**src/design/usbcs_pkg.sv**
```systemverilog
// Shared types, codes and configuration defaults for the USB control endpoint sequencer.
package usbcs_pkg;

	// Default depth of the result queue.
	localparam int unsigned OutDepthDefault = 4;

	// Input event kinds.
	localparam logic [1:0] KindSetup    = 2'd0;
	localparam logic [1:0] KindPoll     = 2'd1;
	localparam logic [1:0] KindInDone   = 2'd2;
	localparam logic [1:0] KindBusReset = 2'd3;

	// Result action codes.
	localparam logic [2:0] ActNone     = 3'd0;
	localparam logic [2:0] ActWrite    = 3'd1;
	localparam logic [2:0] ActSetAddr  = 3'd2;
	localparam logic [2:0] ActConfigEp = 3'd3;
	localparam logic [2:0] ActMouse    = 3'd4;

	// Descriptor source codes.
	localparam logic [1:0] SrcNone   = 2'd0;
	localparam logic [1:0] SrcDevice = 2'd1;
	localparam logic [1:0] SrcConfig = 2'd2;
	localparam logic [1:0] SrcHid    = 2'd3;

	// Device state codes.
	localparam logic [1:0] DevDefault    = 2'd0;
	localparam logic [1:0] DevAddressed  = 2'd1;
	localparam logic [1:0] DevConfigured = 2'd2;

	// Control stage codes as shown on the result port.
	localparam logic [2:0] StageSetupCode     = 3'd0;
	localparam logic [2:0] StageDataInCode    = 3'd1;
	localparam logic [2:0] StageIdleCode      = 3'd2;
	localparam logic [2:0] StageZeroCode      = 3'd3;
	localparam logic [2:0] StageStatusOutCode = 3'd4;
	localparam logic [2:0] StageStatusInCode  = 3'd5;

	// Setup request decoding.
	localparam logic [6:0] SelStdDevice = 7'h00;
	localparam logic [6:0] SelClassIntf = 7'h21;
	localparam logic [6:0] SelStdIntf   = 7'h01;
	localparam logic [7:0] ReqSetAddress    = 8'h05;
	localparam logic [7:0] ReqGetDescriptor = 8'h06;
	localparam logic [7:0] ReqSetConfig     = 8'h09;
	localparam logic [7:0] ReqSetIdle       = 8'h0A;
	localparam logic [7:0] DescDevice    = 8'h01;
	localparam logic [7:0] DescConfig    = 8'h02;
	localparam logic [7:0] DescHidReport = 8'h22;

	// Configuration register indexes.
	localparam logic [2:0] CfgEp0MaxPacket   = 3'd0;
	localparam logic [2:0] CfgDataEndpoint   = 3'd1;
	localparam logic [2:0] CfgDataEpType     = 3'd2;
	localparam logic [2:0] CfgDataEpMaxPkt   = 3'd3;
	localparam logic [2:0] CfgDeviceDescLen  = 3'd4;
	localparam logic [2:0] CfgConfigDescLen  = 3'd5;
	localparam logic [2:0] CfgHidReportLen   = 3'd6;
	localparam logic [2:0] CfgMouseReportLen = 3'd7;

	// Configuration register set.
	typedef struct packed {
		logic [6:0] ep0_max_packet;
		logic [3:0] data_endpoint;
		logic [1:0] data_ep_type;
		logic [9:0] data_ep_max_packet;
		logic [7:0] device_desc_len;
		logic [9:0] config_desc_len;
		logic [9:0] hid_report_len;
		logic [6:0] mouse_report_len;
	} cfg_t;

	// One input event.
	typedef struct packed {
		logic [1:0]  kind;
		logic [7:0]  request_type;
		logic [7:0]  request_code;
		logic [15:0] request_value;
		logic [15:0] request_length;
		logic [3:0]  endpoint;
	} item_t;

	// One result.
	typedef struct packed {
		logic [2:0]  action;
		logic [3:0]  packet_endpoint;
		logic [1:0]  data_source;
		logic [15:0] data_offset;
		logic [9:0]  packet_length;
		logic [6:0]  new_address;
		logic [1:0]  ep_type;
		logic [1:0]  device_state;
		logic [2:0]  control_stage;
		logic        last;
	} result_t;

endpackage

```
**src/design/usbcs_cfg_regs.sv**
```systemverilog
// Configuration register file of the USB control endpoint sequencer.
module usbcs_cfg_regs (
	input  logic                clk,
	input  logic                arst_n,
	input  logic                wr_en,
	input  logic [2:0]          wr_index,
	input  logic [9:0]          wr_data,
	output usbcs_pkg::cfg_t     cfg
);

	usbcs_pkg::cfg_t cfg_q;

	// Registers load their reset values and take one write per transfer.
	always_ff @(posedge clk or negedge arst_n) begin
		if (!arst_n) begin
			cfg_q.ep0_max_packet     <= 7'd64;
			cfg_q.data_endpoint      <= 4'd3;
			cfg_q.data_ep_type       <= 2'd3;
			cfg_q.data_ep_max_packet <= 10'd8;
			cfg_q.device_desc_len    <= 8'd18;
			cfg_q.config_desc_len    <= 10'd34;
			cfg_q.hid_report_len     <= 10'd52;
			cfg_q.mouse_report_len   <= 7'd4;
		end else if (wr_en) begin
			case (wr_index)
				usbcs_pkg::CfgEp0MaxPacket:   cfg_q.ep0_max_packet     <= wr_data[6:0];
				usbcs_pkg::CfgDataEndpoint:   cfg_q.data_endpoint      <= wr_data[3:0];
				usbcs_pkg::CfgDataEpType:     cfg_q.data_ep_type       <= wr_data[1:0];
				usbcs_pkg::CfgDataEpMaxPkt:   cfg_q.data_ep_max_packet <= wr_data;
				usbcs_pkg::CfgDeviceDescLen:  cfg_q.device_desc_len    <= wr_data[7:0];
				usbcs_pkg::CfgConfigDescLen:  cfg_q.config_desc_len    <= wr_data;
				usbcs_pkg::CfgHidReportLen:   cfg_q.hid_report_len     <= wr_data;
				usbcs_pkg::CfgMouseReportLen: cfg_q.mouse_report_len   <= wr_data[6:0];
				default: ;
			endcase
		end
	end

	assign cfg = cfg_q;

endmodule

```
**src/design/usbcs_seq.sv**
```systemverilog
// Control transfer state, request decode and result generation for one event.
module usbcs_seq (
	input  logic                clk,
	input  logic                arst_n,
	input  usbcs_pkg::cfg_t     cfg,
	input  usbcs_pkg::item_t    item,
	input  logic                go,
	output usbcs_pkg::result_t  res0,
	output usbcs_pkg::result_t  res1,
	output logic [1:0]          res_cnt
);

	// One-hot control stage.
	typedef enum logic [5:0] {
		STG_SETUP      = 6'b000001,
		STG_DATA_IN    = 6'b000010,
		STG_IDLE       = 6'b000100,
		STG_ZERO       = 6'b001000,
		STG_STATUS_OUT = 6'b010000,
		STG_STATUS_IN  = 6'b100000
	} stage_t;

	stage_t      stage_q, stage_d;
	logic [1:0]  dev_state_q, dev_state_d;
	logic [15:0] remaining_q, remaining_d;
	logic [15:0] offset_q, offset_d;
	logic [1:0]  source_q, source_d;

	logic [6:0]  sel;
	logic [7:0]  dtype;
	logic [15:0] desc_len;
	logic [15:0] send_len;
	logic [6:0]  chunk;
	logic [15:0] remaining_after;
	logic        mouse_hit;
	logic [2:0]  stage_code;

	// Map the one-hot stage to its port code.
	function automatic logic [2:0] stage_encode(input stage_t s);
		logic [2:0] code;
		case (s)
			STG_SETUP:      code = usbcs_pkg::StageSetupCode;
			STG_DATA_IN:    code = usbcs_pkg::StageDataInCode;
			STG_IDLE:       code = usbcs_pkg::StageIdleCode;
			STG_ZERO:       code = usbcs_pkg::StageZeroCode;
			STG_STATUS_OUT: code = usbcs_pkg::StageStatusOutCode;
			STG_STATUS_IN:  code = usbcs_pkg::StageStatusInCode;
			default:        code = usbcs_pkg::StageSetupCode;
		endcase
		return code;
	endfunction

	// Request fields and the descriptor length that a descriptor read would use.
	assign sel   = item.request_type[6:0];
	assign dtype = item.request_value[15:8];

	always_comb begin
		if (sel == usbcs_pkg::SelStdIntf) begin
			desc_len = {6'd0, cfg.hid_report_len};
		end else if (dtype == usbcs_pkg::DescDevice) begin
			desc_len = {8'd0, cfg.device_desc_len};
		end else begin
			desc_len = {6'd0, cfg.config_desc_len};
		end
	end

	// The byte count is clamped to the descriptor length.
	assign send_len = (item.request_length < desc_len) ? item.request_length : desc_len;

	// Next chunk of the descriptor, at most one endpoint 0 packet.
	assign chunk = (remaining_q < {9'd0, cfg.ep0_max_packet}) ? remaining_q[6:0]
		: cfg.ep0_max_packet;
	assign remaining_after = remaining_q - {9'd0, chunk};

	assign mouse_hit = (item.endpoint == cfg.data_endpoint);

	// Decode the event, derive the next state and build the results.
	always_comb begin
		stage_d     = stage_q;
		dev_state_d = dev_state_q;
		remaining_d = remaining_q;
		offset_d    = offset_q;
		source_d    = source_q;
		res0        = '0;
		res1        = '0;
		res_cnt     = 2'd0;
		case (item.kind)
			usbcs_pkg::KindSetup: begin
				if (sel == usbcs_pkg::SelStdDevice) begin
					if (item.request_code == usbcs_pkg::ReqGetDescriptor) begin
						if (dtype == usbcs_pkg::DescDevice || dtype == usbcs_pkg::DescConfig) begin
							source_d    = (dtype == usbcs_pkg::DescDevice) ? usbcs_pkg::SrcDevice
								: usbcs_pkg::SrcConfig;
							offset_d    = '0;
							remaining_d = send_len;
							stage_d     = STG_DATA_IN;
						end
					end else if (item.request_code == usbcs_pkg::ReqSetAddress) begin
						dev_state_d      = usbcs_pkg::DevAddressed;
						stage_d          = STG_STATUS_IN;
						res0.action      = usbcs_pkg::ActSetAddr;
						res0.new_address = item.request_value[6:0];
						res_cnt          = 2'd1;
					end else if (item.request_code == usbcs_pkg::ReqSetConfig) begin
						dev_state_d          = usbcs_pkg::DevConfigured;
						stage_d              = STG_STATUS_IN;
						res0.action          = usbcs_pkg::ActConfigEp;
						res0.packet_endpoint = cfg.data_endpoint;
						res0.packet_length   = cfg.data_ep_max_packet;
						res0.ep_type         = cfg.data_ep_type;
						res1.action          = usbcs_pkg::ActWrite;
						res1.packet_endpoint = cfg.data_endpoint;
						res_cnt              = 2'd2;
					end
				end else if (sel == usbcs_pkg::SelClassIntf) begin
					if (item.request_code == usbcs_pkg::ReqSetIdle) begin
						stage_d = STG_STATUS_IN;
					end
				end else if (sel == usbcs_pkg::SelStdIntf) begin
					if (item.request_code == usbcs_pkg::ReqGetDescriptor
						&& dtype == usbcs_pkg::DescHidReport) begin
						source_d    = usbcs_pkg::SrcHid;
						offset_d    = '0;
						remaining_d = send_len;
						stage_d     = STG_DATA_IN;
					end
				end
			end
			usbcs_pkg::KindPoll: begin
				case (stage_q)
					STG_DATA_IN: begin
						res0.action        = usbcs_pkg::ActWrite;
						res0.data_source   = source_q;
						res0.data_offset   = offset_q;
						res0.packet_length = {3'd0, chunk};
						res_cnt            = 2'd1;
						remaining_d        = remaining_after;
						offset_d           = offset_q + {9'd0, chunk};
						if (remaining_after != '0) begin
							stage_d = STG_IDLE;
						end else if (chunk == cfg.ep0_max_packet) begin
							stage_d = STG_ZERO;
						end else begin
							stage_d = STG_STATUS_OUT;
						end
					end
					STG_STATUS_OUT: begin
						stage_d = STG_SETUP;
					end
					STG_STATUS_IN: begin
						res0.action = usbcs_pkg::ActWrite;
						res_cnt     = 2'd1;
						stage_d     = STG_SETUP;
					end
					default: ;
				endcase
			end
			usbcs_pkg::KindInDone: begin
				if (remaining_q != '0) begin
					stage_d = STG_DATA_IN;
					if (mouse_hit) begin
						res0.action          = usbcs_pkg::ActMouse;
						res0.packet_endpoint = cfg.data_endpoint;
						res0.packet_length   = {3'd0, cfg.mouse_report_len};
						res_cnt              = 2'd1;
					end
				end else if (stage_q == STG_ZERO) begin
					// Zero-length packet closes a data stage whose last chunk was full.
					stage_d     = STG_STATUS_OUT;
					res0.action = usbcs_pkg::ActWrite;
					res_cnt     = 2'd1;
					if (mouse_hit) begin
						res1.action          = usbcs_pkg::ActMouse;
						res1.packet_endpoint = cfg.data_endpoint;
						res1.packet_length   = {3'd0, cfg.mouse_report_len};
						res_cnt              = 2'd2;
					end
				end else if (mouse_hit) begin
					res0.action          = usbcs_pkg::ActMouse;
					res0.packet_endpoint = cfg.data_endpoint;
					res0.packet_length   = {3'd0, cfg.mouse_report_len};
					res_cnt              = 2'd1;
				end
			end
			default: begin
				// Bus reset clears all transfer state and drops the address.
				stage_d     = STG_SETUP;
				dev_state_d = usbcs_pkg::DevDefault;
				remaining_d = '0;
				offset_d    = '0;
				source_d    = usbcs_pkg::SrcNone;
				res0.action = usbcs_pkg::ActSetAddr;
				res_cnt     = 2'd1;
			end
		endcase
		res0.device_state  = dev_state_d;
		res0.control_stage = stage_code;
		res0.last          = (res_cnt == 2'd1);
		res1.device_state  = dev_state_d;
		res1.control_stage = stage_code;
		res1.last          = 1'b1;
	end

	assign stage_code = stage_encode(stage_d);

	// State advances once per processed event.
	always_ff @(posedge clk or negedge arst_n) begin
		if (!arst_n) begin
			stage_q     <= STG_SETUP;
			dev_state_q <= usbcs_pkg::DevDefault;
			remaining_q <= '0;
			offset_q    <= '0;
			source_q    <= usbcs_pkg::SrcNone;
		end else if (go) begin
			stage_q     <= stage_d;
			dev_state_q <= dev_state_d;
			remaining_q <= remaining_d;
			offset_q    <= offset_d;
			source_q    <= source_d;
		end
	end

endmodule

```
**src/design/usbcs_out_fifo.sv**
```systemverilog
// Result queue that takes up to two results per cycle and hands out one.
module usbcs_out_fifo #(
	parameter int unsigned DEPTH = usbcs_pkg::OutDepthDefault
) (
	input  logic                clk,
	input  logic                arst_n,
	input  logic [1:0]          push_cnt,
	input  usbcs_pkg::result_t  din0,
	input  usbcs_pkg::result_t  din1,
	input  logic                pop,
	output logic                room,
	output logic                out_valid,
	output usbcs_pkg::result_t  dout
);

	localparam int unsigned PtrW = (DEPTH > 1) ? $clog2(DEPTH) : 1;
	localparam int unsigned CntW = $clog2(DEPTH + 1);

	usbcs_pkg::result_t mem_q [DEPTH];
	logic [PtrW-1:0] wr_ptr_q, rd_ptr_q;
	logic [PtrW-1:0] wr_ptr_1, wr_ptr_2;
	logic [CntW-1:0] count_q;

	// Pointer increment with wrap at the queue depth.
	function automatic logic [PtrW-1:0] ptr_next(input logic [PtrW-1:0] p);
		logic [PtrW-1:0] n;
		n = (p == PtrW'(DEPTH - 1)) ? '0 : p + PtrW'(1);
		return n;
	endfunction

	assign wr_ptr_1 = ptr_next(wr_ptr_q);
	assign wr_ptr_2 = ptr_next(wr_ptr_1);

	// Space for two results is required before an event is processed.
	assign room      = (count_q <= CntW'(DEPTH - 2));
	assign out_valid = (count_q != '0);
	assign dout      = mem_q[rd_ptr_q];

	// Result storage.
	always_ff @(posedge clk) begin
		if (push_cnt != 2'd0) begin
			mem_q[wr_ptr_q] <= din0;
		end
		if (push_cnt == 2'd2) begin
			mem_q[wr_ptr_1] <= din1;
		end
	end

	// Pointers and fill count.
	always_ff @(posedge clk or negedge arst_n) begin
		if (!arst_n) begin
			wr_ptr_q <= '0;
			rd_ptr_q <= '0;
			count_q  <= '0;
		end else begin
			case (push_cnt)
				2'd1:    wr_ptr_q <= wr_ptr_1;
				2'd2:    wr_ptr_q <= wr_ptr_2;
				default: ;
			endcase
			if (pop) begin
				rd_ptr_q <= ptr_next(rd_ptr_q);
			end
			count_q <= count_q + CntW'(push_cnt) - CntW'(pop);
		end
	end

endmodule

```
**src/design/usb_control_endpoint_sequencer_core.sv**
```systemverilog
// Top level of the USB control endpoint sequencer.
// Each accepted event is held in an input register and is decoded against the control
// state in the following cycle; its results (none, one or two) then enter a result queue
// of OUT_DEPTH entries, from which they are offered on the output channel. An event is
// processed only when the queue has space for two results, so a new event is taken every
// cycle only while the queue keeps that space; the output port hands out one result per
// cycle while out_ready is high, which makes a two-result event (a configuration select,
// or a zero-length packet plus mouse report) take two handshakes on the output. The
// configuration port is always ready and should be written only while no event is in
// progress.
module usb_control_endpoint_sequencer_core #(
	parameter int unsigned OUT_DEPTH = usbcs_pkg::OutDepthDefault
) (
	input  logic        clk,
	input  logic        arst_n,
	// Event channel
	input  logic        in_valid,
	output logic        in_ready,
	input  logic [1:0]  kind,
	input  logic [7:0]  request_type,
	input  logic [7:0]  request_code,
	input  logic [15:0] request_value,
	input  logic [15:0] request_length,
	input  logic [3:0]  endpoint,
	// Result channel
	output logic        out_valid,
	input  logic        out_ready,
	output logic [2:0]  action,
	output logic [3:0]  packet_endpoint,
	output logic [1:0]  data_source,
	output logic [15:0] data_offset,
	output logic [9:0]  packet_length,
	output logic [6:0]  new_address,
	output logic [1:0]  ep_type,
	output logic [1:0]  device_state,
	output logic [2:0]  control_stage,
	output logic        last,
	// Configuration channel
	input  logic        cfg_valid,
	output logic        cfg_ready,
	input  logic [2:0]  cfg_index,
	input  logic [9:0]  cfg_data
);

	usbcs_pkg::cfg_t    cfg;
	usbcs_pkg::item_t   item_s1;
	logic               valid_s1;
	logic               go;
	logic               room;
	usbcs_pkg::result_t res0, res1, res_out;
	logic [1:0]         res_cnt;

	assign cfg_ready = 1'b1;

	usbcs_cfg_regs u_cfg (
		.clk      (clk),
		.arst_n   (arst_n),
		.wr_en    (cfg_valid),
		.wr_index (cfg_index),
		.wr_data  (cfg_data),
		.cfg      (cfg)
	);

	// Input register: refilled whenever the held event is processed or absent.
	assign go       = valid_s1 && room;
	assign in_ready = !valid_s1 || go;

	always_ff @(posedge clk or negedge arst_n) begin
		if (!arst_n) begin
			valid_s1 <= 1'b0;
		end else if (in_ready) begin
			valid_s1 <= in_valid;
		end
	end

	always_ff @(posedge clk) begin
		if (in_ready && in_valid) begin
			item_s1.kind           <= kind;
			item_s1.request_type   <= request_type;
			item_s1.request_code   <= request_code;
			item_s1.request_value  <= request_value;
			item_s1.request_length <= request_length;
			item_s1.endpoint       <= endpoint;
		end
	end

	usbcs_seq u_seq (
		.clk     (clk),
		.arst_n  (arst_n),
		.cfg     (cfg),
		.item    (item_s1),
		.go      (go),
		.res0    (res0),
		.res1    (res1),
		.res_cnt (res_cnt)
	);

	usbcs_out_fifo #(
		.DEPTH (OUT_DEPTH)
	) u_fifo (
		.clk       (clk),
		.arst_n    (arst_n),
		.push_cnt  (go ? res_cnt : 2'd0),
		.din0      (res0),
		.din1      (res1),
		.pop       (out_valid && out_ready),
		.room      (room),
		.out_valid (out_valid),
		.dout      (res_out)
	);

	// Result fields.
	assign action          = res_out.action;
	assign packet_endpoint = res_out.packet_endpoint;
	assign data_source     = res_out.data_source;
	assign data_offset     = res_out.data_offset;
	assign packet_length   = res_out.packet_length;
	assign new_address     = res_out.new_address;
	assign ep_type         = res_out.ep_type;
	assign device_state    = res_out.device_state;
	assign control_stage   = res_out.control_stage;
	assign last            = res_out.last;

endmodule

```
**config.mk**
```make
export PLATFORM = sky130hd
export DESIGN_NAME = usb_control_endpoint_sequencer_core
export DESIGN_NICKNAME = d
export VERILOG_FILES = /design/src/design/usbcs_pkg.sv /design/src/design/usbcs_cfg_regs.sv /design/src/design/usbcs_seq.sv /design/src/design/usbcs_out_fifo.sv /design/src/design/usb_control_endpoint_sequencer_core.sv
export SDC_FILE = /design/constraint.sdc
export NUM_CORES = 1
export LEC_CHECK = 0
export ABC_AREA = 1
export BUFFER_PORTS_ARGS = -buffer_cell sky130_fd_sc_hd__buf_4
export CORE_AREA = 2 2 174 176
export CTS_BUF_LIST = sky130_fd_sc_hd__clkbuf_4 sky130_fd_sc_hd__clkbuf_8
export DETAILED_ROUTE_END_ITERATION = 8
export DIE_AREA = 0 0 176 178
export GPL_ROUTABILITY_DRIVEN = 0
export PLACE_DENSITY = 0.79
export RECOVER_POWER = 50
export SETUP_SLACK_MARGIN = 0.05
export SLEW_MARGIN = 15
export SYNTH_ARGS = -nofsm -noshare
export SYNTH_HDL_FRONTEND = slang
export SYNTH_SLANG_ARGS = --single-unit
export TNS_END_PERCENT = 20
```
**constraint.sdc**
```tcl
create_clock -name clk -period 5.55 [get_ports clk]
set_clock_uncertainty 0.1 [all_clocks]
set_input_delay 0.555 -clock clk [delete_from_list [all_inputs] [get_ports clk]]
set_output_delay 0.555 -clock clk [all_outputs]
set_load 0.02 [all_outputs]
```
==> results of run 1 <==
[power groups by stage]
stage               sequential (mW)  combinational, mW  clock, mW
finish                         3.47               3.79       2.42
global route                   3.50               4.21       2.58
CTS                            3.44               3.92       2.45
detailed placement             3.49               3.90          0
global placement               3.47               3.78          0
floorplan                      3.41               2.69          0
[flip-flops by register name, summed over array words and instances (netlist names)]
signal and cells:
item_s1 52, u_cfg.cfg 58, u_fifo.count_q 3, u_fifo.mem_q 200
u_fifo.rd_ptr_q 2, u_fifo.wr_ptr_q 2, u_seq.dev_state_q 2, u_seq.offset_q 16
u_seq.remaining_q 16, u_seq.source_q 2, u_seq.stage_q 6, valid_s1 1
[final cells by class]
class                   count  area share (%)
well taps                 390           2.470
clock inverters             6          0.4814
inverters                 173           3.294
multi-input cells        1455           37.23
flip-flops and latches    360           45.60
clock buffers              98           5.815
repair buffers            154           5.105
[timing repair]
item                       CTS  global route
hold endpoints to repair    38             0
gates resized for setup      0             3
setup endpoints to repair    0            12
hold buffers                 1             0
[metal layers]
layer	share of wire, %	up-vias	GRT usage [%]
met3	11	119	7.396
met4	3.3	0	12.29
met1	40	7359	39.59
met2	46	803	47.93
met5	0	-	0
li1	-	7279	-
[synth_stat cells, types with 2 or more instances]
| master | number | area share (%) |
|---|---|---|
| a21oi_2 | 4 | 0.20 |
| nor2_2 | 16 | 0.58 |
| nor3_4 | 2 | 0.19 |
| dfstp_2 | 15 | 2.3 |
| inv_1 | 161 | 3.5 |
| o22ai_1 | 96 | 3.5 |
| o31ai_1 | 3 | 0.13 |
| nand3_1 | 71 | 2.0 |
| nand4_1 | 19 | 0.68 |
| dfxtp_1 | 128 | 15 |
| clkbuf_1 | 87 | 1.9 |
| nor3_1 | 14 | 0.40 |
| a22oi_1 | 6 | 0.26 |
| nor3_2 | 3 | 0.17 |
| buf_2 | 8 | 0.23 |
| and2_1 | 3 | 0.11 |
| nand2_1 | 453 | 9.8 |
| nor2_1 | 229 | 4.9 |
| nor3b_1 | 5 | 0.22 |
| or2_2 | 2 | 0.072 |
| buf_4 | 3 | 0.13 |
| dfrtp_1 | 93 | 13 |
| nand2_2 | 10 | 0.36 |
| clkinv_1 | 4 | 0.086 |
| a31oi_1 | 6 | 0.22 |
| nor2_4 | 2 | 0.13 |
| xnor2_1 | 5 | 0.25 |
| nor4_1 | 2 | 0.072 |
| o21ai_0 | 337 | 9.7 |
| nand3b_1 | 12 | 0.52 |
| edfxtp_1 | 124 | 21 |
| nand3_2 | 6 | 0.35 |
| xor2_1 | 9 | 0.45 |
| or2_1 | 3 | 0.11 |
| a21oi_1 | 59 | 1.7 |
| inv_2 | 8 | 0.17 |
| ha_1 | 48 | 3.5 |
| fa_1 | 3 | 0.35 |
| o21ai_1 | 8 | 0.23 |
[worst max-delay path, delay by kind of cell, from the launching register on]
kind,cells,cell delay [ns]
AOI/OAI and AO/OA,1,0.11
adders and majority gates,3,0.96
buffers and inverters,3,0.32
DFF,1,0.57
and+or+nand+nor,23,2.74
[cell families (layout without fill, tap and decap cells)]
kind of cell    after synthesis  in the layout
simple gates                858            858
compound gates              530            530
flops                       360            360
buf+inv                     272            431
fa+ha+maj                    51             51
xor+xnor                     15             15
other cells                   1              1
[final timing paths]
| path | start | end | slack (ns) | cells after the start |
|---|---|---|---|---|
| max in group asynchronous | arst_n | u_seq.stage_q[4] | 1.42 | 3 |
| min reg2reg | u_fifo.mem_q[1][32] | u_fifo.mem_q[1][32] | 0.35 | 2 |
| max | u_cfg.cfg[57] | u_fifo.mem_q[3][3] | 0.51 | 30 |
| max reg2reg | u_cfg.cfg[57] | u_fifo.mem_q[3][3] | 0.51 | 30 |
| min | request_length[3] | item_s1[7] | 0.05 | 1 |
| min in group asynchronous | arst_n | u_cfg.cfg[14] | 1.32 | 2 |
[through the flow]
step | utilization [%] | worst slack [ns] | power (mW)
finish | 67.19 | 0.5057 | 9.681
global route | 67.19 | 0.09182 | 10.29
CTS | 67.74 | 0.3893 | 9.815
detailed placement | 63.48 | 0.4456 | 7.393
global placement | 63.48 | 0.6345 | 7.254
floorplan | - | 1.340 | 6.099
==> reports/metrics.sh, run 1 <==
START_UTIL_PCT=59.11
LAYOUT.FILLER_CELLS=2445
VIA_COUNT=15560
TIMING.MAX_SLEW.REL_SLACK_PCT=-89.10
WORST-SETUP-PATH-TYPE='flop to flop'
GRT-OVFL-TOTAL=0
GRT_START_MAX_NET_PINS=102
ROUTEDWLPERCELL_UM=17.72
DIE_AREA_UM2=31330
PORT_BUFFERS=121
FAILED_CHECKS='max-capacitance violations, max-slew violations'
SYN_INST=2087
SETUP-VIOLATIONS-FINAL=0
NUMCTSBUFFERS=57
GRT_ANTENNA_BEFORE_REPAIR=0
SYNTH_FA_HA_AREA_SHARE_PCT=3.801
CTS.ROOT.BUFFER_CELL='clkbuf_8'
SYN-NUM-NETS=2210
DP.FINAL_HPWL_UM=31250
YOSYS.AREA_SHARE.XOR_XNOR_PCT=0.7991
GRT_PASS1_VIAS=14830
SYNTHFLOPTYPE='dfxtp_1'
ACHIEVABLE-FREQUENCY_MHz=198.2
CORE_UM2=29400
CTS.HTREE.LEVELS=2
POST-ROUTE-DRC-COUNT=0
MOSTFREQUENTLAYOUTCELLS='nand2_1, o21ai_0, nor2_1, inv_1, dfxtp_1'
SETUP_TOTAL_NEGATIVE_SLACK_NS=0
ANT_NETS=0
SEQ_POWER_SHARE_PCT=35.8
P_SW_mW=3.961
FINAL_COMMON_CELL='nand2_1'
DIE-WIDTH_UM=176
DR.FIRST_ITER.DRC_COUNT=1740
AREA_GROWTH_PCT=13.66
LAYOUT_MIN_CYCLE_TIME_NS=5.044
GRT_SETUP_UNREPAIRED='false'
COMBPWRFRAC_PCT=39.1
CTS_TREE='built'
SYNTH_AREA_PER_CELL_UM2=8.327
FP.DIEH_UM=178
CLASS_OF_THE_MOST_CRITICAL_HOLD_TIMING_PATH='input pin to flop'
SEQ_AREA_UM2=9009
POST_SYNTH_AND_OR_NAND_NOR_AREA_FRACTION_PCT=21.06
GRT_PASS1_WL_UM=75000
CLK_PATH_BUF_DEPTH=3
FINAL_AREA_UM2=19750
WL_UM=46720
WORST_SKEW_PAIR.LATE_LATENCY_NS=0.60
YOSYS_REGISTER_BITS=360
DRT-PASS1-ITER-COUNT=6
WORSTSETUPSTARTPOINTTYPE='flop'
VDD.IR_DROP.WORST_V=0.0002679
SYNTH-COMPOUND-AREA-SHARE_PCT=16.49
WORST-ENDPOINT-REQUIRED_NS=5.80
PLACED_CELLS=2531
COUNT_OF_FLIP_FLOPS_WITH_A_BUILT_IN_ENABLE_AFTER_SYNTHESIS=124
PWR_DENSITY_CELL_nW_PER_UM2=490.1
INTPOWER_mW=5.719
POST-ROUTE-PERIOD-UTIL_PCT=90.89
FINISH.CELL_COUNT_WITHOUT_FILLERS=2636
PATH_COMMON_CELL='nand2_1'
NUMBER_OF_SINKS_HANDLED_BY_CLOCK_TREE_SYNTHESIS=360
FINAL-HOLD-VIOLATION-COUNT=0
SYNTH_TOP_FAMILY_BY_AREA='simple AND/OR/NAND/NOR gates'
SEQ_AREA_FRAC_SYNTH_PCT=51.83
PATH_CLK_SLEW_NS=0.06
TIMING.HOLD.WS_NS=0.04879
SYNTHMUXAREASHARE_PCT=0
SYNTHDISTINCTLIBCELLS=59
GLOBAL_ROUTE_USAGE_OVER_ALL_LAYERS_PCT=30.06
MAX_CAP_VIOL_COUNT=3
ANTENNADIODECOUNT=0
MAXSLEWVIOLCOUNT=158
P_CLK_SHARE_PCT=25.0
POST_SYNTH_INSTANCE_AREA_UM2=17380
NUM_IO_PINS=125
END_KIND='flop'
VIASPERCELL=5.903
RESULT_OF_THE_RUN='finished with violations'
PLACEMENT.CELL_AREA_UM2=18660
CRITICAL_PATH_PEAK_FANOUT=12
TRANSITION_TIME_AT_THE_PIN_WITH_THE_LEAST_SLEW_MARGIN_NS=2.837
SWITCHING_SHARE_PCT=40.92
DELAY_OF_THE_SLOWEST_CRITICAL_PATH_STAGE_NS=0.57
STATIC-LEAKAGE-POWER_nW=8.139
FINALNETCOUNT=2324
ARRIVAL_NS=5.29
SYNTHESIS.YOSYS.WARNINGS=0
POSTSYNTH.ASYNCRESETSHARE_PCT=30.00
CRIT_PATH_MAX_DELAY_CELL_TYPE='dfstp_2'
MULTI_INPUT_COMB_AREA_UM2=7355
PLACEMENT_ROWS=63
POST_ROUTE_CELLS_DRIVE_ABOVE_1_SHARE_PCT=13.09
CTS_POST_SETUP_BUFFERS_INSERTED=0
Power figures use the tool's default switching activity.
==> run 2: changes to the inputs <==
==> constraint.sdc (replaced) <==
create_clock -name clk -period 5.55 [get_ports clk]
set_clock_uncertainty 0.1 [all_clocks]
set_input_delay 0.555 -clock clk [delete_from_list [all_inputs] [get_ports clk]]
set_output_delay 0.555 -clock clk [all_outputs]
set_load 0.005 [all_outputs]
==> run 2 against run 1 <==
The run still ends with max-capacitance violations, max-slew violations left. Non-clock buffer count is the same. Setup slack lost 0.0041 ns. Clock power is essentially flat. Sequential cell count is the same. Register-to-register slack is essentially flat. Largest cell class unchanged. Largest power group unchanged. Highest routed layer unchanged.
==> reports/metrics.sh, run 2 (synthesized netlist as in run 1, its figures left out) <==
PATH_CLK_SLEW_NS=0.06  # about the same
FP.DIEH_UM=178  # unchanged
GRT_START_MAX_NET_PINS=102  # unchanged
GRT_PASS1_WL_UM=75000  # unchanged
PLACED_CELLS=2531  # unchanged
FINAL_COMMON_CELL='nand2_1'
VDD.IR_DROP.WORST_V=0.0002697  # +0.67%
POSTLAYOUTCOREUTIL_PCT=67.66  # +0.47 points
VIASPERCELL=5.898  # about the same
GLOBALROUTEMET2UTIL_PCT=47.93  # unchanged
USE_MET1_PCT=39.59  # unchanged
STATIC-LEAKAGE-POWER_nW=8.269  # +1.6%
CLK_PATH_BUF_DEPTH=3  # unchanged
CTS_TREE='built'
START_UTIL_PCT=59.11  # unchanged
AREA_GROWTH_PCT=14.46
PATH_COMMON_CELL='inv_1'
DELAY_OF_THE_SLOWEST_CRITICAL_PATH_STAGE_NS=0.98  # +0.41 ns
CRITICAL_PATH_PEAK_FANOUT=22  # +10
TIMING.HOLD.WORST_ENDPOINT='item_s1[28]'
WORST-SETUP-PATH-TYPE='flop to flop'
CRITICAL_PATH.CELL_CHAIN='inv_1, ha_1, clkbuf_1, inv_1, nor2_1, a21oi_1, nand4_1, nand2_1, ha_1, nand2_1, inv_1, nor2_1, inv_1, buf_4, o21ai_0'
LAYOUT_MIN_CYCLE_TIME_NS=5.048  # +0.004083 ns
CTS.ROOT.BUFFER_CELL='clkbuf_8'
NUMCTSBUFFERS=57  # unchanged
ANT_NETS=0  # unchanged
PATH_DELAY_FAMILY='buffers and inverters'
WORSTHOLDSTART='request_value[8]'
ANTENNADIODECOUNT=0  # unchanged
DR.FIRST_ITER.DRC_COUNT=1783  # +2.5%
PLACEMENT_ROWS=63  # unchanged
PWR_DENSITY_CELL_nW_PER_UM2=477.6  # -2.5%
NUMBER_OF_SINKS_HANDLED_BY_CLOCK_TREE_SYNTHESIS=360  # unchanged
FINISH.CELL_COUNT_WITHOUT_FILLERS=2636  # unchanged
WORSTSETUPSTARTPOINTTYPE='flop'
MOSTFREQUENTLAYOUTCELLS='nand2_1, o21ai_0, nor2_1, inv_1, dfxtp_1'
ARRIVAL_NS=5.48  # +0.19 ns
SETUP_TOTAL_NEGATIVE_SLACK_NS=0  # unchanged
SETUP_WS_NS=0.5016  # -0.004083 ns
NUMBER_OF_CELLS_TRAVERSED_BY_THE_WORST_HOLD_PATH=1  # unchanged
GRT-OVFL-TOTAL=0  # unchanged
LAYOUT.FILLER_CELLS=2398  # -1.9%
FINAL_AREA_UM2=19890  # +0.70%
POST-ROUTE-DRC-COUNT=0  # unchanged
SEQ_AREA_UM2=9009  # unchanged
GLOBAL_ROUTE_USAGE_OVER_ALL_LAYERS_PCT=30.06  # unchanged
GRT_PASS1_VIAS=14830  # unchanged
PORT_BUFFERS=121  # unchanged
RESULT_OF_THE_RUN='finished with violations'
PLACEMENT.CELL_AREA_UM2=18660  # unchanged
POST_ROUTE_CELLS_DRIVE_ABOVE_1_SHARE_PCT=14.74  # +1.6 points
DP.FINAL_HPWL_UM=31250  # unchanged
R2R-START='item_s1[53]'
WL_UM=46650  # -0.16%
REG2REG_DEPTH=15  # -50%
CLASS_OF_THE_MOST_CRITICAL_HOLD_TIMING_PATH='input pin to flop'
FINAL-HOLD-VIOLATION-COUNT=0  # unchanged
MAXSLEWVIOLCOUNT=158  # unchanged
GRT_SETUP_UNREPAIRED='false'
TIMING.MAX_SLEW.REL_SLACK_PCT=-87.40  # +1.7 points
WORST_SETUP_SLACK_AFTER_PLACEMENT_NS=0.4456  # unchanged
FIN_TOTAL_PWR_mW=9.501  # -1.9%
DIE_AREA_UM2=31330  # unchanged
LARGEST_REG_FLOPS=200  # unchanged
CORE_UM2=29400  # unchanged
TIMING.HOLD.WS_NS=0.04753  # -0.001267 ns
CTS_POST_SETUP_BUFFERS_INSERTED=0  # unchanged
END_KIND='flop'
MAX_FLOP_REGISTER='u_fifo.mem_q'
TIMING.CRITICAL_PATH.BUF_INV=6  # +3
WORST-ENDPOINT-REQUIRED_NS=5.98  # +0.18 ns
TRANSITION_TIME_AT_THE_PIN_WITH_THE_LEAST_SLEW_MARGIN_NS=2.811  # -0.02548 ns
VIA_COUNT=15550  # -0.090%
FAILED_CHECKS='max-capacitance violations, max-slew violations'
SETUP-VIOLATIONS-FINAL=0  # unchanged
POST-ROUTE-PERIOD-UTIL_PCT=90.96  # about the same
DIE-WIDTH_UM=176  # unchanged
MULTI_INPUT_COMB_AREA_UM2=7355  # unchanged
ROUTEDWLPERCELL_UM=17.70  # -0.16%
ACHIEVABLE-FREQUENCY_MHz=198.1  # about the same
TIMING.RR.END='u_fifo.mem_q[1][39]'
MAX_CAP_VIOL_COUNT=3  # unchanged
CRIT_PATH_MAX_DELAY_CELL_TYPE='clkbuf_1'
GRTUSAGEMET3_PCT=7.396  # unchanged
DRT-PASS1-ITER-COUNT=8  # +2
CTS.HTREE.LEVELS=2  # unchanged
GRT.BUSIEST_LAYER='met2'
FINALNETCOUNT=2324  # unchanged
WORST_SKEW_PAIR.LATE_LATENCY_NS=0.60  # about the same
NUM_IO_PINS=125  # unchanged
GRT_ANTENNA_BEFORE_REPAIR=0  # unchanged
REG2REG_SETUP_SLACK_NS=0.50  # about the same
run 2: cell counts in the layout (fill, tap and decap cells not counted):
Identical to the previous run, type by type.
run 2: per-layer routing:
metal	routed length, µm	vias to the layer above
li1	-	7288
met1	18900	7320
met2	21210	797
met3	4848	141
met4	1696	0
met5	0	-
run 2: worst max path at each step:
stage | start | end | cells past startpoint
finish | item_s1[53] | u_fifo.mem_q[1][39] | 15
global route | u_cfg.cfg[57] | u_fifo.mem_q[3][3] | 28
CTS | u_cfg.cfg[57] | u_fifo.mem_q[3][3] | 31
detailed placement | u_cfg.cfg[57] | u_fifo.mem_q[3][3] | 31
global placement | u_cfg.cfg[57] | u_fifo.mem_q[3][3] | 31
floorplan | u_cfg.cfg[57] | u_fifo.mem_q[0][3] | 28
run 2: report_power, final:
group	switching, mW	total (mW)	internal (mW)
clock network	1.03	2.42	1.39
registers	0.289	3.46	3.18
logic	2.34	3.61	1.27
run 2: cell type report:
cell class / instances / area share, %
Sequential cell: 360 / 45.29
Multi-Input combinational cell: 1455 / 36.97
Clock buffer: 98 / 5.774
Timing Repair Buffer: 154 / 5.768
Inverter: 173 / 3.271
Tap cell: 390 / 2.453
Clock inverter: 6 / 0.4780
run 2: timing repair:
action	4_1_cts	5_1_grt
hold buffers	1	0
hold endpoints to repair	38	0
setup endpoints to repair	0	12
gates resized for setup	0	3
run 2: worst reg2reg max path: stages, from the launching register on:
cell	delay, ns
edfxtp_1	0.42
inv_1	0.10
ha_1	0.15
clkbuf_1	0.98
inv_1	0.58
nor2_1	0.32
a21oi_1	0.10
nand4_1	0.13
nand2_1	0.12
ha_1	0.30
nand2_1	0.33
inv_1	0.08
nor2_1	0.32
inv_1	0.42
buf_4	0.35
o21ai_0	0.18
==> run 3: changes to the inputs <==
--- a/config.mk
+++ b/config.mk
@@ -7,12 +7,12 @@
 export LEC_CHECK = 0
 export ABC_AREA = 1
 export BUFFER_PORTS_ARGS = -buffer_cell sky130_fd_sc_hd__buf_4
-export CORE_AREA = 2 2 174 176
+export CORE_AREA = 2 2 142 214
 export CTS_BUF_LIST = sky130_fd_sc_hd__clkbuf_4 sky130_fd_sc_hd__clkbuf_8
 export DETAILED_ROUTE_END_ITERATION = 8
-export DIE_AREA = 0 0 176 178
+export DIE_AREA = 0 0 144 216
 export GPL_ROUTABILITY_DRIVEN = 0
-export PLACE_DENSITY = 0.79
+export PLACE_DENSITY = 0.8
 export RECOVER_POWER = 50
 export SETUP_SLACK_MARGIN = 0.05
 export SLEW_MARGIN = 15
==> run 3 against run 2 <==
The run still ends with max-capacitance violations, max-slew violations left. Global-route usage is 0.41 points higher. Combinational power is 1% higher. Utilization is 0.89 points higher. Count of clock-buffer cells in the layout is 10 lower. Setup slack worse by 0.14 ns. Worst hold slack worse by 0.019 ns.
==> reports/metrics.sh, run 3 (synthesized netlist as in run 1, its figures left out) <==
RESULT_OF_THE_RUN='finished with violations'
FAILED_CHECKS='max-capacitance violations, max-slew violations'
DIE_AREA_UM2=31100  # -0.72%
FINISH.CELL_COUNT_WITHOUT_FILLERS=2663  # +1.0%
AREA_GROWTH_PCT=15.15
DP.FINAL_HPWL_UM=31390  # +0.43%
PATH_CLK_SLEW_NS=0.07  # about the same
CLK_PATH_BUF_DEPTH=3  # unchanged
DIE-WIDTH_UM=144  # -18%
GRT_PASS1_WL_UM=74840  # -0.21%
WORST-SETUP-PATH-TYPE='flop to output pin'
POST_ROUTE_CELLS_DRIVE_ABOVE_1_SHARE_PCT=13.98  # -0.76 points
START_UTIL_PCT=59.53  # +0.43 points
DRT-PASS1-ITER-COUNT=5  # -3
VIA_COUNT=15510  # -0.25%
NUM_IO_PINS=125  # unchanged
WORST-ENDPOINT-REQUIRED_NS=4.89  # -1.09 ns
CTS_POST_SETUP_BUFFERS_INSERTED=0  # unchanged
TIMING.MAX_SLEW.REL_SLACK_PCT=-167.9  # -80 points
CTS.ROOT.BUFFER_CELL='clkbuf_8'
PLACEMENT_ROWS=77  # +22%
VDD.IR_DROP.WORST_V=0.0002423  # -10%
WORSTSETUPSTARTPOINTTYPE='flop'
TRANSITION_TIME_AT_THE_PIN_WITH_THE_LEAST_SLEW_MARGIN_NS=4.018  # +1.207 ns
MAX_CAP_VIOL_COUNT=5  # +2
FINAL-HOLD-VIOLATION-COUNT=0  # unchanged
SETUP-VIOLATIONS-FINAL=0  # unchanged
CTS.HTREE.LEVELS=2  # unchanged
MAXSLEWVIOLCOUNT=278  # +76%
SEQ_AREA_UM2=9009  # unchanged
WORST_SETUP_SLACK_AFTER_PLACEMENT_NS=0.5581  # +0.1124 ns
POST-ROUTE-DRC-COUNT=0  # unchanged
CLASS_OF_THE_MOST_CRITICAL_HOLD_TIMING_PATH='input pin to flop'
MULTI_INPUT_COMB_AREA_UM2=7336  # -0.26%
LAYOUT_MIN_CYCLE_TIME_NS=5.188  # +0.1401 ns
SETUP_TOTAL_NEGATIVE_SLACK_NS=0  # unchanged
VIASPERCELL=5.823  # -1.3%
PLACED_CELLS=2538  # +0.28%
CORE_UM2=29190  # -0.71%
ANT_NETS=0  # unchanged
CRITICAL_PATH_PEAK_FANOUT=68  # +210%
DR.FIRST_ITER.DRC_COUNT=1282  # -28%
GRT_ANTENNA_BEFORE_REPAIR=0  # unchanged
FINAL_COMMON_CELL='nand2_1'
SETUP_WS_NS=0.3615  # -0.1401 ns
LAYOUT.FILLER_CELLS=2348  # -2.1%
MOSTFREQUENTLAYOUTCELLS='nand2_1, o21ai_0, nor2_1, inv_1, dfxtp_1'
MAX_FLOP_REGISTER='u_fifo.mem_q'
PORT_BUFFERS=121  # unchanged
STATIC-LEAKAGE-POWER_nW=8.307  # +0.46%
GRT-OVFL-TOTAL=0  # unchanged
END_KIND='output pin'
ACHIEVABLE-FREQUENCY_MHz=192.7  # -2.7%
PWR_DENSITY_CELL_nW_PER_UM2=463.5  # -3.0%
ANTENNADIODECOUNT=0  # unchanged
FP.DIEH_UM=216  # +21%
GRT_SETUP_UNREPAIRED='false'
POSTLAYOUTCOREUTIL_PCT=68.55  # +0.89 points
NUMCTSBUFFERS=51  # -11%
GLOBAL_ROUTE_USAGE_OVER_ALL_LAYERS_PCT=30.47  # +0.41 points
LARGEST_REG_FLOPS=200  # unchanged
ARRIVAL_NS=4.53  # -0.95 ns
GRT_START_MAX_NET_PINS=75  # -26%
CTS_TREE='built'
WORST_SKEW_PAIR.LATE_LATENCY_NS=0.63  # +0.03 ns
NUMBER_OF_SINKS_HANDLED_BY_CLOCK_TREE_SYNTHESIS=360  # unchanged
GRT_PASS1_VIAS=15400  # +3.9%
ROUTEDWLPERCELL_UM=17.49  # -1.2%
WL_UM=46570  # -0.16%
POST-ROUTE-PERIOD-UTIL_PCT=93.49  # +2.5 points
FINALNETCOUNT=2349  # +1.1%
-- run 3: changes by cell type in the layout (fill, tap and decap cells not counted), sizes merged --
cell	previous run	this run
buf	52	60
clkinvlp	0	2
bufinv	2	0
dlygate4sd3	1	30
clkbuf	199	183
clkinv	10	11
-- run 3: power by group --
group          internal, mW  switching [mW]
sequential             3.18           0.281
combinational          1.30            2.36
clock                  1.17           0.996
-- run 3: metrics by stage --
step | cell area [µm²] | hold WS (ns) | power (mW)
after detailed placement | 18670 | 0.3400 | 7.098
after global routing | 20010 | 0.02376 | 9.884
after floorplan | 17380 | 0.1594 | 5.804
after global placement | 18670 | 0.3325 | 6.973
after CTS | 20030 | 0.002266 | 9.265
final | 20010 | 0.02861 | 9.275
-- run 3: layout make-up --
| class | count | share of cell area, % |
|---|---|---|
| Timing Repair Buffer | 185 | 7.215 |
| Sequential cell | 360 | 45.02 |
| Clock inverter | 7 | 0.2501 |
| Inverter | 173 | 3.245 |
| Multi-Input combinational cell | 1455 | 36.66 |
| Clock buffer | 88 | 5.146 |
| Tap cell | 395 | 2.470 |
-- run 3: path summary, 6_finish.rpt --
kind / from / end / slack, ns / depth (start not counted)
max: u_fifo.rd_ptr_q[0] / action[0] / 0.36 / 6
min: request_type[5] / item_s1[49] / 0.03 / 1
max reg2reg: u_cfg.cfg[57] / u_fifo.mem_q[2][3] / 0.43 / 30
min reg2reg: u_fifo.mem_q[2][11] / u_fifo.mem_q[2][11] / 0.35 / 2
max in group asynchronous: arst_n / u_fifo.rd_ptr_q[0] / 1.03 / 2
min in group asynchronous: arst_n / u_seq.dev_state_q[1] / 1.77 / 2
-- run 3: what timing repair did --
item	in CTS	in global routing
gates resized for setup	0	1
hold buffers	28	2
setup endpoints to repair	0	11
hold endpoints to repair	29	2
-- run 3: critical path: stages, from the launching register on --
cell      delay, ns
dfrtp_2        0.38
clkbuf_2       0.56
inv_1          1.65
buf_4          0.55
o21ai_0        0.12
o22ai_1        0.39
buf_4          0.18
-- run 3: per-layer routing --
layer  global-route usage, %  wire length (µm)
met1                   34.96             16950
met2                   52.62             23150
met3                   4.992              3632
met4                   18.53              2844
met5                       0                 0
